<file path="config.mk">
export PLATFORM = sky130hd
export DESIGN_NAME = sprite_frame_sequencer_top
export DESIGN_NICKNAME = d
export VERILOG_FILES = /design/src/design/sfs_pkg.sv /design/src/design/sfs_advance.sv /design/src/design/sprite_frame_sequencer_top.sv
export SDC_FILE = /design/constraint.sdc
export NUM_CORES = 2
export LEC_CHECK = 0
export BUFFER_PORTS_ARGS = -buffer_cell sky130_fd_sc_hd__buf_2
export CAP_MARGIN = 5
export CORE_MARGIN = 8
export CORE_UTILIZATION = 34
export CTS_CLUSTER_SIZE = 20
export DETAILED_ROUTE_END_ITERATION = 12
export HOLD_SLACK_MARGIN = 0.06
export MAX_ROUTING_LAYER = met4
export PLACE_DENSITY = 0.51
export SLEW_MARGIN = 10
export SYNTH_ARGS = -nofsm -noshare
export SYNTH_HDL_FRONTEND = slang
export SYNTH_SLANG_ARGS = --single-unit
</file>
<file path="constraint.sdc">
create_clock -name clock -period 51.3 [get_ports clock]
set_input_delay 7.695 -clock clock [delete_from_list [all_inputs] [get_ports clock]]
set_output_delay 7.695 -clock clock [all_outputs]
set_load 0.02 [all_outputs]
</file>
<file path="src/design/sfs_pkg.sv">
// Shared types and constants of the sprite frame sequencer.
package sfs_pkg;

   localparam int PosWidth = 27;
   localparam int FracWidth = 16;
   localparam int CountWidth = 9;
   localparam int SpeedWidth = 16;
   localparam int DeltaWidth = 24;
   localparam int HoldWidth = 24;
   localparam int LoopWidth = 16;
   localparam int CsrIndexWidth = 2;
   localparam int CsrDataWidth = 16;

   typedef enum logic [1:0] {
      KIND_TICK = 2'd0,
      KIND_RESTART = 2'd1,
      KIND_SPEED = 2'd2
   } kind_type;

   typedef enum logic [CsrIndexWidth-1:0] {
      CSR_FRAME_COUNT = 2'd0,
      CSR_BASE_SPEED = 2'd1,
      CSR_LOOP_ENABLE = 2'd2,
      CSR_PLAY_FORWARD = 2'd3
   } csr_index_type;

   typedef struct packed {
      logic [CountWidth-1:0] eff_count;
      logic loop_enable;
      logic play_forward;
   } play_cfg_type;

   typedef struct packed {
      logic do_tick;
      logic do_restart;
   } adv_ctrl_type;

   typedef struct packed {
      logic signed [PosWidth-1:0] pos;
      logic [CountWidth-1:0] frame;
      logic wrapped;
      logic finished;
   } adv_result_type;

endpackage

</file>
<file path="src/design/sfs_advance.sv">
// Position update, frame selection and end detection for one item.
module sfs_advance (
   input sfs_pkg::play_cfg_type cfg,
   input sfs_pkg::adv_ctrl_type ctrl,
   input logic signed [sfs_pkg::PosWidth-1:0] pos,
   input logic [sfs_pkg::DeltaWidth-1:0] delta,
   output sfs_pkg::adv_result_type result
);

   localparam int PW = sfs_pkg::PosWidth;
   localparam int FW = sfs_pkg::FracWidth;
   localparam int CW = sfs_pkg::CountWidth;
   localparam logic signed [PW-1:0] PosMax = {1'b0, {(PW-1){1'b1}}};
   localparam logic signed [PW-1:0] PosMin = {1'b1, {(PW-1){1'b0}}};

   logic signed [PW:0] pos_ext;
   logic signed [PW:0] delta_ext;
   logic signed [PW:0] sum_up;
   logic signed [PW:0] sum_down;
   logic signed [PW-1:0] pos_up;
   logic signed [PW-1:0] pos_down;
   logic signed [PW-1:0] end_pos;
   logic signed [PW-1:0] last_pos;
   logic [CW-1:0] last_frame;
   logic signed [PW-1:0] tick_pos;
   logic tick_wrap;
   logic signed [PW-1:0] pos_next;
   logic [PW-FW-2:0] int_part;

   assign last_frame = cfg.eff_count - CW'(1);
   assign end_pos = $signed({{(PW-CW-FW){1'b0}}, cfg.eff_count, {FW{1'b0}}});
   assign last_pos = $signed({{(PW-CW-FW){1'b0}}, last_frame, {FW{1'b0}}});

   assign pos_ext = {pos[PW-1], pos};
   assign delta_ext = $signed({{(PW+1-sfs_pkg::DeltaWidth){1'b0}}, delta});
   assign sum_up = pos_ext + delta_ext;
   assign sum_down = pos_ext - delta_ext;

   always_comb begin
      if (sum_up[PW] != sum_up[PW-1]) begin
         pos_up = sum_up[PW] ? PosMin : PosMax;
      end else begin
         pos_up = sum_up[PW-1:0];
      end
      if (sum_down[PW] != sum_down[PW-1]) begin
         pos_down = sum_down[PW] ? PosMin : PosMax;
      end else begin
         pos_down = sum_down[PW-1:0];
      end
   end

   always_comb begin
      tick_pos = pos;
      tick_wrap = 1'b0;
      if (cfg.loop_enable) begin
         if (cfg.play_forward) begin
            if (pos_up >= end_pos) begin
               tick_pos = '0;
               tick_wrap = 1'b1;
            end else begin
               tick_pos = pos_up;
            end
         end else begin
            if (pos_down < 0) begin
               tick_pos = last_pos;
               tick_wrap = 1'b1;
            end else begin
               tick_pos = pos_down;
            end
         end
      end else begin
         if (cfg.play_forward) begin
            if (pos <= end_pos) tick_pos = pos_up;
         end else begin
            if (pos >= 0) tick_pos = pos_down;
         end
      end
   end

   always_comb begin
      if (ctrl.do_tick) begin
         pos_next = tick_pos;
      end else if (ctrl.do_restart) begin
         pos_next = cfg.play_forward ? '0 : last_pos;
      end else begin
         pos_next = pos;
      end
   end

   assign int_part = pos_next[PW-2:FW];

   always_comb begin
      result.pos = pos_next;
      result.wrapped = ctrl.do_tick & tick_wrap;
      if (pos_next < 0) begin
         result.frame = '0;
      end else if ({1'b0, int_part} > {{(PW-FW-CW){1'b0}}, last_frame}) begin
         result.frame = last_frame;
      end else begin
         result.frame = int_part[CW-1:0];
      end
      if (cfg.play_forward) begin
         result.finished = ~cfg.loop_enable & (pos_next >= end_pos);
      end else begin
         result.finished = ~cfg.loop_enable & (pos_next < 0);
      end
   end

endmodule

</file>
<file path="src/design/sprite_frame_sequencer_top.sv">
// Sprite frame sequencer: fractional frame position, loop and speed control.
//
// Each item is captured in an input register when it is accepted, then one
// pass of logic (one speed-by-time multiply, a saturating position add and
// the end compare) updates the playback state and loads the result register.
// A new item is accepted every cycle as long as the result side keeps taking
// results, so throughput is one item per cycle.
// Configuration writes are taken at any time and act at once; a write of
// base_speed also drops any temporary speed change.
module sprite_frame_sequencer_top #(
   parameter int MAX_FRAMES = 256
) (
   input logic clock,
   input logic reset,
   input logic req_valid,
   output logic req_ready,
   input logic [1:0] req_kind,
   input logic [15:0] req_elapsed,
   input logic [11:0] req_ratio,
   input logic [23:0] req_hold_time,
   output logic rsp_valid,
   input logic rsp_ready,
   output logic [7:0] rsp_frame_index,
   output logic rsp_finished,
   output logic rsp_restarted,
   output logic [15:0] rsp_loops_done,
   output logic rsp_speed_held,
   input logic csr_valid,
   output logic csr_ready,
   input logic [sfs_pkg::CsrIndexWidth-1:0] csr_index,
   input logic [sfs_pkg::CsrDataWidth-1:0] csr_data
);

   localparam int CW = sfs_pkg::CountWidth;
   localparam int SW = sfs_pkg::SpeedWidth;
   localparam int HW = sfs_pkg::HoldWidth;
   localparam int LW = sfs_pkg::LoopWidth;
   localparam logic [CW-1:0] FrameCap =
      (MAX_FRAMES > (2 ** CW - 1)) ? {CW{1'b1}} : CW'(MAX_FRAMES);

   // configuration
   logic [CW-1:0] eff_count_ff, eff_count_in;
   logic [SW-1:0] base_speed_ff;
   logic loop_enable_ff;
   logic play_forward_ff;
   logic [CW-1:0] csr_count;
   logic csr_write;
   logic base_write;

   // input stage
   logic in_valid_ff;
   logic [1:0] kind_ff;
   logic [15:0] elapsed_ff;
   logic [11:0] ratio_ff;
   logic [HW-1:0] hold_time_ff;

   // playback state
   logic signed [sfs_pkg::PosWidth-1:0] position_ff;
   logic [CW-1:0] shown_frame_ff, shown_frame_in;
   logic [SW-1:0] current_speed_ff, current_speed_in;
   logic altered_ff, altered_in;
   logic [HW-1:0] hold_elapsed_ff, hold_elapsed_in;
   logic [HW-1:0] hold_limit_ff, hold_limit_in;
   logic [LW-1:0] loop_count_ff, loop_count_in;

   // result stage
   logic rsp_valid_ff;
   logic [7:0] frame_index_ff;
   logic finished_ff;
   logic restarted_ff, restarted_in;
   logic [LW-1:0] loops_done_ff;
   logic speed_held_ff;

   logic advance;
   logic do_tick, do_restart, do_speed;
   logic [HW:0] hold_sum;
   logic [HW-1:0] hold_sat;
   logic hold_expired;
   logic [SW-1:0] tick_speed;
   logic [31:0] tick_product;
   logic [27:0] speed_product;
   logic [19:0] scaled_speed;
   sfs_pkg::play_cfg_type play_cfg;
   sfs_pkg::adv_ctrl_type adv_ctrl;
   sfs_pkg::adv_result_type adv_result;

   assign advance = in_valid_ff & (~rsp_valid_ff | rsp_ready);
   assign req_ready = ~in_valid_ff | advance;
   assign csr_ready = 1'b1;
   assign csr_write = csr_valid & csr_ready;
   assign base_write = csr_write & (csr_index == sfs_pkg::CSR_BASE_SPEED);

   assign csr_count = csr_data[CW-1:0];
   always_comb begin
      if (csr_count == '0) begin
         eff_count_in = CW'(1);
      end else if (csr_count > FrameCap) begin
         eff_count_in = FrameCap;
      end else begin
         eff_count_in = csr_count;
      end
   end

   always_comb begin
      do_tick = 1'b0;
      do_restart = 1'b0;
      do_speed = 1'b0;
      unique case (kind_ff)
         sfs_pkg::KIND_TICK: do_tick = 1'b1;
         sfs_pkg::KIND_RESTART: do_restart = 1'b1;
         sfs_pkg::KIND_SPEED: do_speed = 1'b1;
         default: ;
      endcase
   end

   // hold timer runs only while a speed change is in effect
   assign hold_sum = {1'b0, hold_elapsed_ff} + {{(HW - 15){1'b0}}, elapsed_ff};
   assign hold_sat = hold_sum[HW] ? {HW{1'b1}} : hold_sum[HW-1:0];
   assign hold_expired = altered_ff & (hold_sat >= hold_limit_ff);
   assign tick_speed = hold_expired ? base_speed_ff : current_speed_ff;
   assign tick_product = 32'(tick_speed) * 32'(elapsed_ff);

   assign speed_product = 28'(current_speed_ff) * 28'(ratio_ff);
   assign scaled_speed = speed_product[27:8];

   assign play_cfg = '{eff_count: eff_count_ff, loop_enable: loop_enable_ff,
                       play_forward: play_forward_ff};
   assign adv_ctrl = '{do_tick: do_tick, do_restart: do_restart};

   sfs_advance u_advance (
      .cfg(play_cfg),
      .ctrl(adv_ctrl),
      .pos(position_ff),
      .delta(tick_product[31:8]),
      .result(adv_result)
   );

   always_comb begin
      shown_frame_in = shown_frame_ff;
      current_speed_in = current_speed_ff;
      altered_in = altered_ff;
      hold_elapsed_in = hold_elapsed_ff;
      hold_limit_in = hold_limit_ff;
      loop_count_in = loop_count_ff;
      restarted_in = 1'b0;
      if (do_tick) begin
         shown_frame_in = adv_result.frame;
         if (hold_expired) begin
            current_speed_in = base_speed_ff;
            altered_in = 1'b0;
            hold_elapsed_in = '0;
         end else if (altered_ff) begin
            hold_elapsed_in = hold_sat;
         end
         if (adv_result.wrapped) begin
            restarted_in = 1'b1;
            if (loop_count_ff != {LW{1'b1}}) loop_count_in = loop_count_ff + LW'(1);
         end
      end else if (do_restart) begin
         shown_frame_in = adv_result.frame;
         current_speed_in = base_speed_ff;
         altered_in = 1'b0;
         hold_elapsed_in = '0;
         loop_count_in = '0;
         restarted_in = 1'b1;
      end else if (do_speed) begin
         current_speed_in = (scaled_speed[19:16] != '0) ? {SW{1'b1}} : scaled_speed[15:0];
         hold_limit_in = hold_time_ff;
         hold_elapsed_in = '0;
         altered_in = 1'b1;
      end
   end

   always_ff @(posedge clock) begin
      if (reset) begin
         eff_count_ff <= CW'(1);
         base_speed_ff <= SW'(256);
         loop_enable_ff <= 1'b1;
         play_forward_ff <= 1'b1;
         in_valid_ff <= 1'b0;
         rsp_valid_ff <= 1'b0;
         position_ff <= '0;
         shown_frame_ff <= '0;
         current_speed_ff <= SW'(256);
         altered_ff <= 1'b0;
         hold_elapsed_ff <= '0;
         hold_limit_ff <= '0;
         loop_count_ff <= '0;
      end else begin
         if (req_valid & req_ready) begin
            in_valid_ff <= 1'b1;
         end else if (advance) begin
            in_valid_ff <= 1'b0;
         end
         if (advance) begin
            rsp_valid_ff <= 1'b1;
         end else if (rsp_ready) begin
            rsp_valid_ff <= 1'b0;
         end
         if (advance) begin
            position_ff <= adv_result.pos;
            shown_frame_ff <= shown_frame_in;
            hold_limit_ff <= hold_limit_in;
            loop_count_ff <= loop_count_in;
         end
         // a base speed write drops any temporary speed change
         if (base_write) begin
            current_speed_ff <= csr_data[SW-1:0];
            altered_ff <= 1'b0;
            hold_elapsed_ff <= '0;
         end else if (advance) begin
            current_speed_ff <= current_speed_in;
            altered_ff <= altered_in;
            hold_elapsed_ff <= hold_elapsed_in;
         end
         if (csr_write) begin
            unique case (csr_index)
               sfs_pkg::CSR_FRAME_COUNT: eff_count_ff <= eff_count_in;
               sfs_pkg::CSR_BASE_SPEED: base_speed_ff <= csr_data[SW-1:0];
               sfs_pkg::CSR_LOOP_ENABLE: loop_enable_ff <= csr_data[0];
               sfs_pkg::CSR_PLAY_FORWARD: play_forward_ff <= csr_data[0];
               default: ;
            endcase
         end
      end
   end

   // payload registers
   always_ff @(posedge clock) begin
      if (req_valid & req_ready) begin
         kind_ff <= req_kind;
         elapsed_ff <= req_elapsed;
         ratio_ff <= req_ratio;
         hold_time_ff <= req_hold_time;
      end
      if (advance) begin
         frame_index_ff <= shown_frame_in[7:0];
         finished_ff <= adv_result.finished;
         restarted_ff <= restarted_in;
         loops_done_ff <= loop_count_in;
         speed_held_ff <= altered_in;
      end
   end

   assign rsp_valid = rsp_valid_ff;
   assign rsp_frame_index = frame_index_ff;
   assign rsp_finished = finished_ff;
   assign rsp_restarted = restarted_ff;
   assign rsp_loops_done = loops_done_ff;
   assign rsp_speed_held = speed_held_ff;

endmodule
</file>
Yosys cells after proc, flatten, opt, wreduce, memory -nomap -nowiden
Cells that the tools add are included.
{ "op_classes": {"addsub": 5, "mul": 2, "n_lt_le_gt_ge": 9, "n_eq_ne": 9, "muxes": 56, "n_bitwise": 14, "reduce_logical": 17} }
{ "ops": {"columns": ["op", "count"], "rows": [
  ["$mux W27", 13],
  ["$mux W16", 11],
  ["$mux W24", 6],
  ["$ge A27 B26 Y1", 2],
  ["$lt A27 B1 Y1 const B", 2],
  ["$mul A16 B16 Y32", 1],
  ["$mux W8", 4],
  ["$add A27 B25 Y28", 1],
  ["$mul A16 B12 Y28", 1],
  ["$sub A27 B25 Y28", 1],
  ["$ge A27 B1 Y1 const B", 1],
  ["$le A27 B26 Y1", 1],
  ["$add A24 B16 Y25", 1],
  ["$mux W25", 1],
  ["$ge A24 B24 Y1", 1],
  ["$mux W1", 19],
  ["$mux W9", 2],
  ["$add A16 B1 Y16 const B", 1],
  ["$ne A16 B16 Y1 const B", 1],
  ["$gt A10 B9 Y1", 1],
  ["$reduce_and A2 Y1", 5],
  ["$gt A9 B9 Y1 const B", 1],
  ["$logic_not A9 Y1", 1],
  ["$sub A9 B1 Y9 const B", 1],
  ["other kinds (14)", 33]
]} }
{ "word_totals": {"register_bits": 226, "inputBits": 77, "wordCells": 134} }

Longest topological paths before layout
{ "depth": {"depth_word": 19, "depth_mapped": 87, "depth_no_buf": 83} }

By module
A second synthesis with hierarchy kept.
{ "hier_totals": {"cells_unflattened": 3736, "hier_area_um2": 30972.2} }
{ "modules_own_cells": {"columns": ["mod", "instances", "cells_per_inst", "area_each_um2", "seq_area_each_um2"], "rows": [
  ["sprite_frame_sequencer_top", 1, 2761, 24557.3, 5335.1],
  ["sfs_advance", 1, 975, 6414.9, 0.0]
]} }

Worst setup path before layout
OpenSTA, ideal clock, no wires.
{ "synth_path": {"path_type": "register -> register", "startpoint": "register elapsed_ff[1]", "endpoint": "register frame_index_ff[5] (netlist: rsp_frame_index[5]), data pin", "arrival_time_ns": 17.984, "t_required_ns": 51.044, "slack_ns": 33.059, "stages_incl_launch_ff": 84, "period_less_slack_ns": 18.241, "path_cell_list": "edfxtp_1 > ha_1 > a21o_1 > a21oi_1 > o21bai_1 > a21oi_1 > nor2b_1 > o21a_1 > o31a_1 > o41ai_1 > o211ai_1 > o41a_1 > nand2_1 > xor2_1 > nand2_1 > ha_1 > a21oi_1 > o21a_1 > [48 not listed] > inv_1 > a211oi_1 > inv_1 > ha_1 > nor2b_1 > o21a_1 > o21a_1 > o21a_1 > o21a_1 > o21a_1 > o21a_1 > o21ai_0 > nand2b_1 > a21oi_1 > nand3_1 > buf_2 > or2_1 > a22o_1"} }
{ "synth_rtl": {"columns": ["element", "line", "text"], "rows": [
  ["start, declared", "sprite_frame_sequencer_top.sv:53", "logic [15:0] elapsed_ff;"],
  ["start signal, assigned", "sprite_frame_sequencer_top.sv:232", "elapsed_ff <= req_elapsed;"],
  ["end signal, assigned", "sprite_frame_sequencer_top.sv:237", "frame_index_ff <= shown_frame_in[7:0];"],
  ["end, declared", "sprite_frame_sequencer_top.sv:68", "logic [7:0] frame_index_ff;"]
]} }

==> flow_metrics.py <==
metrics = {
    "yosys": {
        "ys_async_sr_fraction": 0,
        "ys_warn_count": 0,
        "netlist_instances": 3575,
        "ys_top_cells_by_area": "fa_1 (22%), ha_1 (12%), dfxtp_1 (9.7%), edfxtp_1 (8.1%), nand2_1 (6.8%)",
        "yosys.area.top_type_share": 0.224,
        "synth_edf_count": 81,
        "synthXorXnorAreaFrac": 0.0309,
        "syn_area_um2": 30000,
        "seq_area_frac_synth": 0.178,
        "synthSimpleGateAreaFrac": 0.187,
        "yosysUniqueCellTypes": 94,
        "synth_top_area_cell": "fa_1",
        "ys_ff_latch": 226,
        "synthAdderAreaFrac": 0.347,
        "ys.flop_type": "dfxtp_1",
        "synth_top_family_by_area": "adder cells",
        "synth_compound_area_frac": 0.159,
        "avgSynthCellArea_um2": 8.38,
        "synth_mux_area_frac": 0.0162,
        "syn_nets": 4283,
    },
    "detailed_routing": {
        "wire_per_inst_um": 19.7,
        "wirelength_um": 94000,
        "drc": 0,
        "viasPerCell": 5.32,
        "first_pass_iters": 6,
        "drt_iter0_markers": 2031,
        "ant_nets": 0,
        "vias": 25400,
    },
    "status": {
        "status": "finished, final reports clean",
    },
    "power_and_ir_drop": {
        "power.density_nw_per_um2": 56.1,
        "power_switching_share": 0.536,
        "p_int_mw": 0.850,
        "leakagePower_nw": 14.8,
        "ir_drop_uv": 65.9,
        "power_frac_comb": 0.759,
        "power_frac_seq": 0.118,
        "clkPwrFrac": 0.123,
        "p_switching_mw": 0.983,
    },
    "global_route": {
        "grt_pass1_wl_um": 149000,
        "antenna_found_initial": 4,
        "grt_start_max_net_pins": 63,
        "grt_pass1_vias": 25500,
        "grt_usage": 0.195,
        "overflow": 0,
    },
    "layout": {
        "mostFrequentLayoutCell": "nand2_1",
        "fill_cells": 9239,
        "fin_nets": 4290,
        "final_cell_mix": "nand2_1 (546), inv_1 (474), fa_1 (335)",
        "fin_util": 0.372,
        "syn_to_final_growth_pct": 8.96,
        "drive_gt1_frac": 0.0732,
        "fin_area_um2": 32700,
    },
    "floorplanning": {
        "die_w_um": 313,
        "rows": 109,
        "io_pins": 107,
        "die_h_um": 313,
        "core_um2": 87800,
        "start_util": 0.341,
        "dieArea_um2": 97900,
    },
    "flow_run": {
        "max_cap_violations": 0,
    },
    "timing": {
        "setup_viol": 0,
        "slew_violations": 0,
        "setup_total_negative_slack_ns": 0,
        "finalCritPeriodShare": 0.411,
        "hold_viol": 0,
        "fmax_mhz": 47.4,
        "tightest_slew_ns": 1.10,
        "rsz0062_at_grt": "false",
        "fin_worst_skew_ns": 0.0254,
        "post-route-min-period_ns": 21.10,
        "relSlewSlack": 0.264,
    },
    "clock_tree": {
        "htreeDepth": 1,
        "clock_latency_ns": 0.61,
        "cts_setup_buffers": 0,
        "cts_resized": 0,
        "hold_buffers": 0,
        "cts_made_buffers": 31,
        "cts_tree": "done",
        "clk_pin_slew_worst_paths_ns": 0.07,
        "clk_path_buf_depth": 3,
        "cts-root-buf": "clkbuf_16",
        "clock_sinks": 226,
    },
    "placed_design": {
        "gp_congestion": 0.918,
        "placed_area_um2": 31600,
        "io_buffers": 105,
        "dp_hpwl_um": 73400,
    },
    "worst_hold_path": {
        "worstHoldPathCells": 2,
        "min_path_type": "reg2reg",
    },
    "critical_path": {
        "reg2regPathDepth": 75,
        "path_class": "reg2reg",
        "cp_num_cells": 75,
        "cp_data_arrival_time_ns": 21.61,
        "start_kind": "register",
        "crit_buf_inv": 6,
        "slowest_delay_ns": 0.76,
        "cp_top_family": "compound AO/OA/AOI/OAI gates",
        "slowest_stage": "nor3_1",
        "worstPathRequired_ns": 51.81,
        "crit_fanout": 19,
        "end_kind": "register",
    },
}
-- power groups by stage --
stage	Clock [mW]	Combinational (mW)	Sequential, mW
detailed placement	0	1.38	0.220
finish	0.225	1.39	0.217
CTS	0.232	1.39	0.217
global placement	0	1.39	0.221
global route	0.237	1.55	0.218
floorplan	0	1.03	0.207
-- layer usage --
layer | track usage | routed length, um | up-vias
met3 | 0.0238 | 5340 | 142
met1 | 0.262 | 42500 | 12600
met5 | - | 0 | -
met2 | 0.314 | 43900 | 725
li1 | - | - | 11900
met4 | 0.0415 | 2260 | 0
-- flip-flops by register name, summed over array words and instances, names as in the netlist, 2 cells and up --
register and count:
loop_count_ff 16, position_ff 27, shown_frame_ff 8, elapsed_ff 16, ratio_ff 12, current_speed_ff 16
base_speed_ff 16, rsp_frame_index 8, eff_count_ff 9, hold_limit_ff 24, hold_elapsed_ff 24, hold_time_ff 24
rsp_loops_done 16, kind_ff 2
-- per-stage QoR --
| stage | power, mW | std cells | hold WS (ns) | setup WS (ns) |
|---|---|---|---|---|
| 2_1_floorplan | 1.24 | 3575 | 0.425 | 33.06 |
| 3_3_place_gp | 1.61 | 4714 | 0.441 | 30.62 |
| 3_5_place_dp | 1.60 | 4714 | 0.448 | 30.18 |
| 4_1_cts | 1.84 | 4772 | 0.456 | 30.15 |
| 5_1_grt | 2.00 | 4776 | 0.468 | 28.52 |
| 6_report | 1.83 | 4776 | 0.454 | 30.20 |
-- final timing paths --
| check | from | to | slack (ns) |
|---|---|---|---|
| worst max-delay path | elapsed_ff[0] | shown_frame_ff[0] | 30.20 |
| worst min-delay path | hold_limit_ff[6] | hold_limit_ff[6] | 0.45 |
| worst max register to register | elapsed_ff[0] | shown_frame_ff[0] | 30.20 |
| worst min register to register | hold_limit_ff[6] | hold_limit_ff[6] | 0.45 |
-- worst reg2reg max path: cells and delay by family, from the launching register on --
family / cells / cell delay [ns]
AO/OA/AOI/OAI: 36 / 8.90
XOR/XNOR: 1 / 0.25
adder cells (fa/ha/maj): 13 / 5.34
buffers and inverters: 6 / 0.58
flip-flops: 1 / 0.69
multiplexers: 2 / 0.99
AND/OR/NAND/NOR: 17 / 4.27
-- cell type report --
type,count,area [um2],area share
antenna,4,10.0,0.000307
clock buffer,40,831,0.0254
clock inverter,18,210,0.00644
inverter,477,1790,0.0548
multi-input combinational,2703,22200,0.680
sequential,226,5340,0.163
tap,1165,1460,0.0446
timing repair buffer,143,813,0.0249
-- kinds of logic after synthesis --
logic type / count (synthesis)
and+or+nand+nor: 1191
AOI/OAI and AO/OA: 730
buffers and inverters: 646
adders and majority gates: 631
DFF: 226
xor gates and xnor gates: 105
muxes: 45
other: 1
-- synthesized netlist by cell type, types with 6 or more instances --
cell	number
o221ai_1	6
nor3b_1	10
o21ai_1	8
o41ai_1	6
nand3_1	49
xnor2_1	72
a22oi_1	12
o21ai_0	127
a221oi_1	16
edfxtp_1	81
ha_1	296
a21o_1	45
or2_2	10
and2_1	182
a22o_1	25
nand2_1	546
nor3_1	47
nand2b_1	27
clkbuf_1	156
nor2_1	182
xor2_1	32
o21bai_1	17
nand4_1	27
inv_1	475
buf_2	7
dfxtp_1	145
a31oi_1	32
or4_1	11
o21a_1	32
fa_1	335
mux2i_1	16
o31ai_1	21
and3_1	17
nor4_1	19
mux2_2	29
nor2b_1	23
a211oi_1	33
or3_1	19
a21oi_1	234
a311oi_1	9
o211ai_1	31
(Power assumes the default switching activity.)
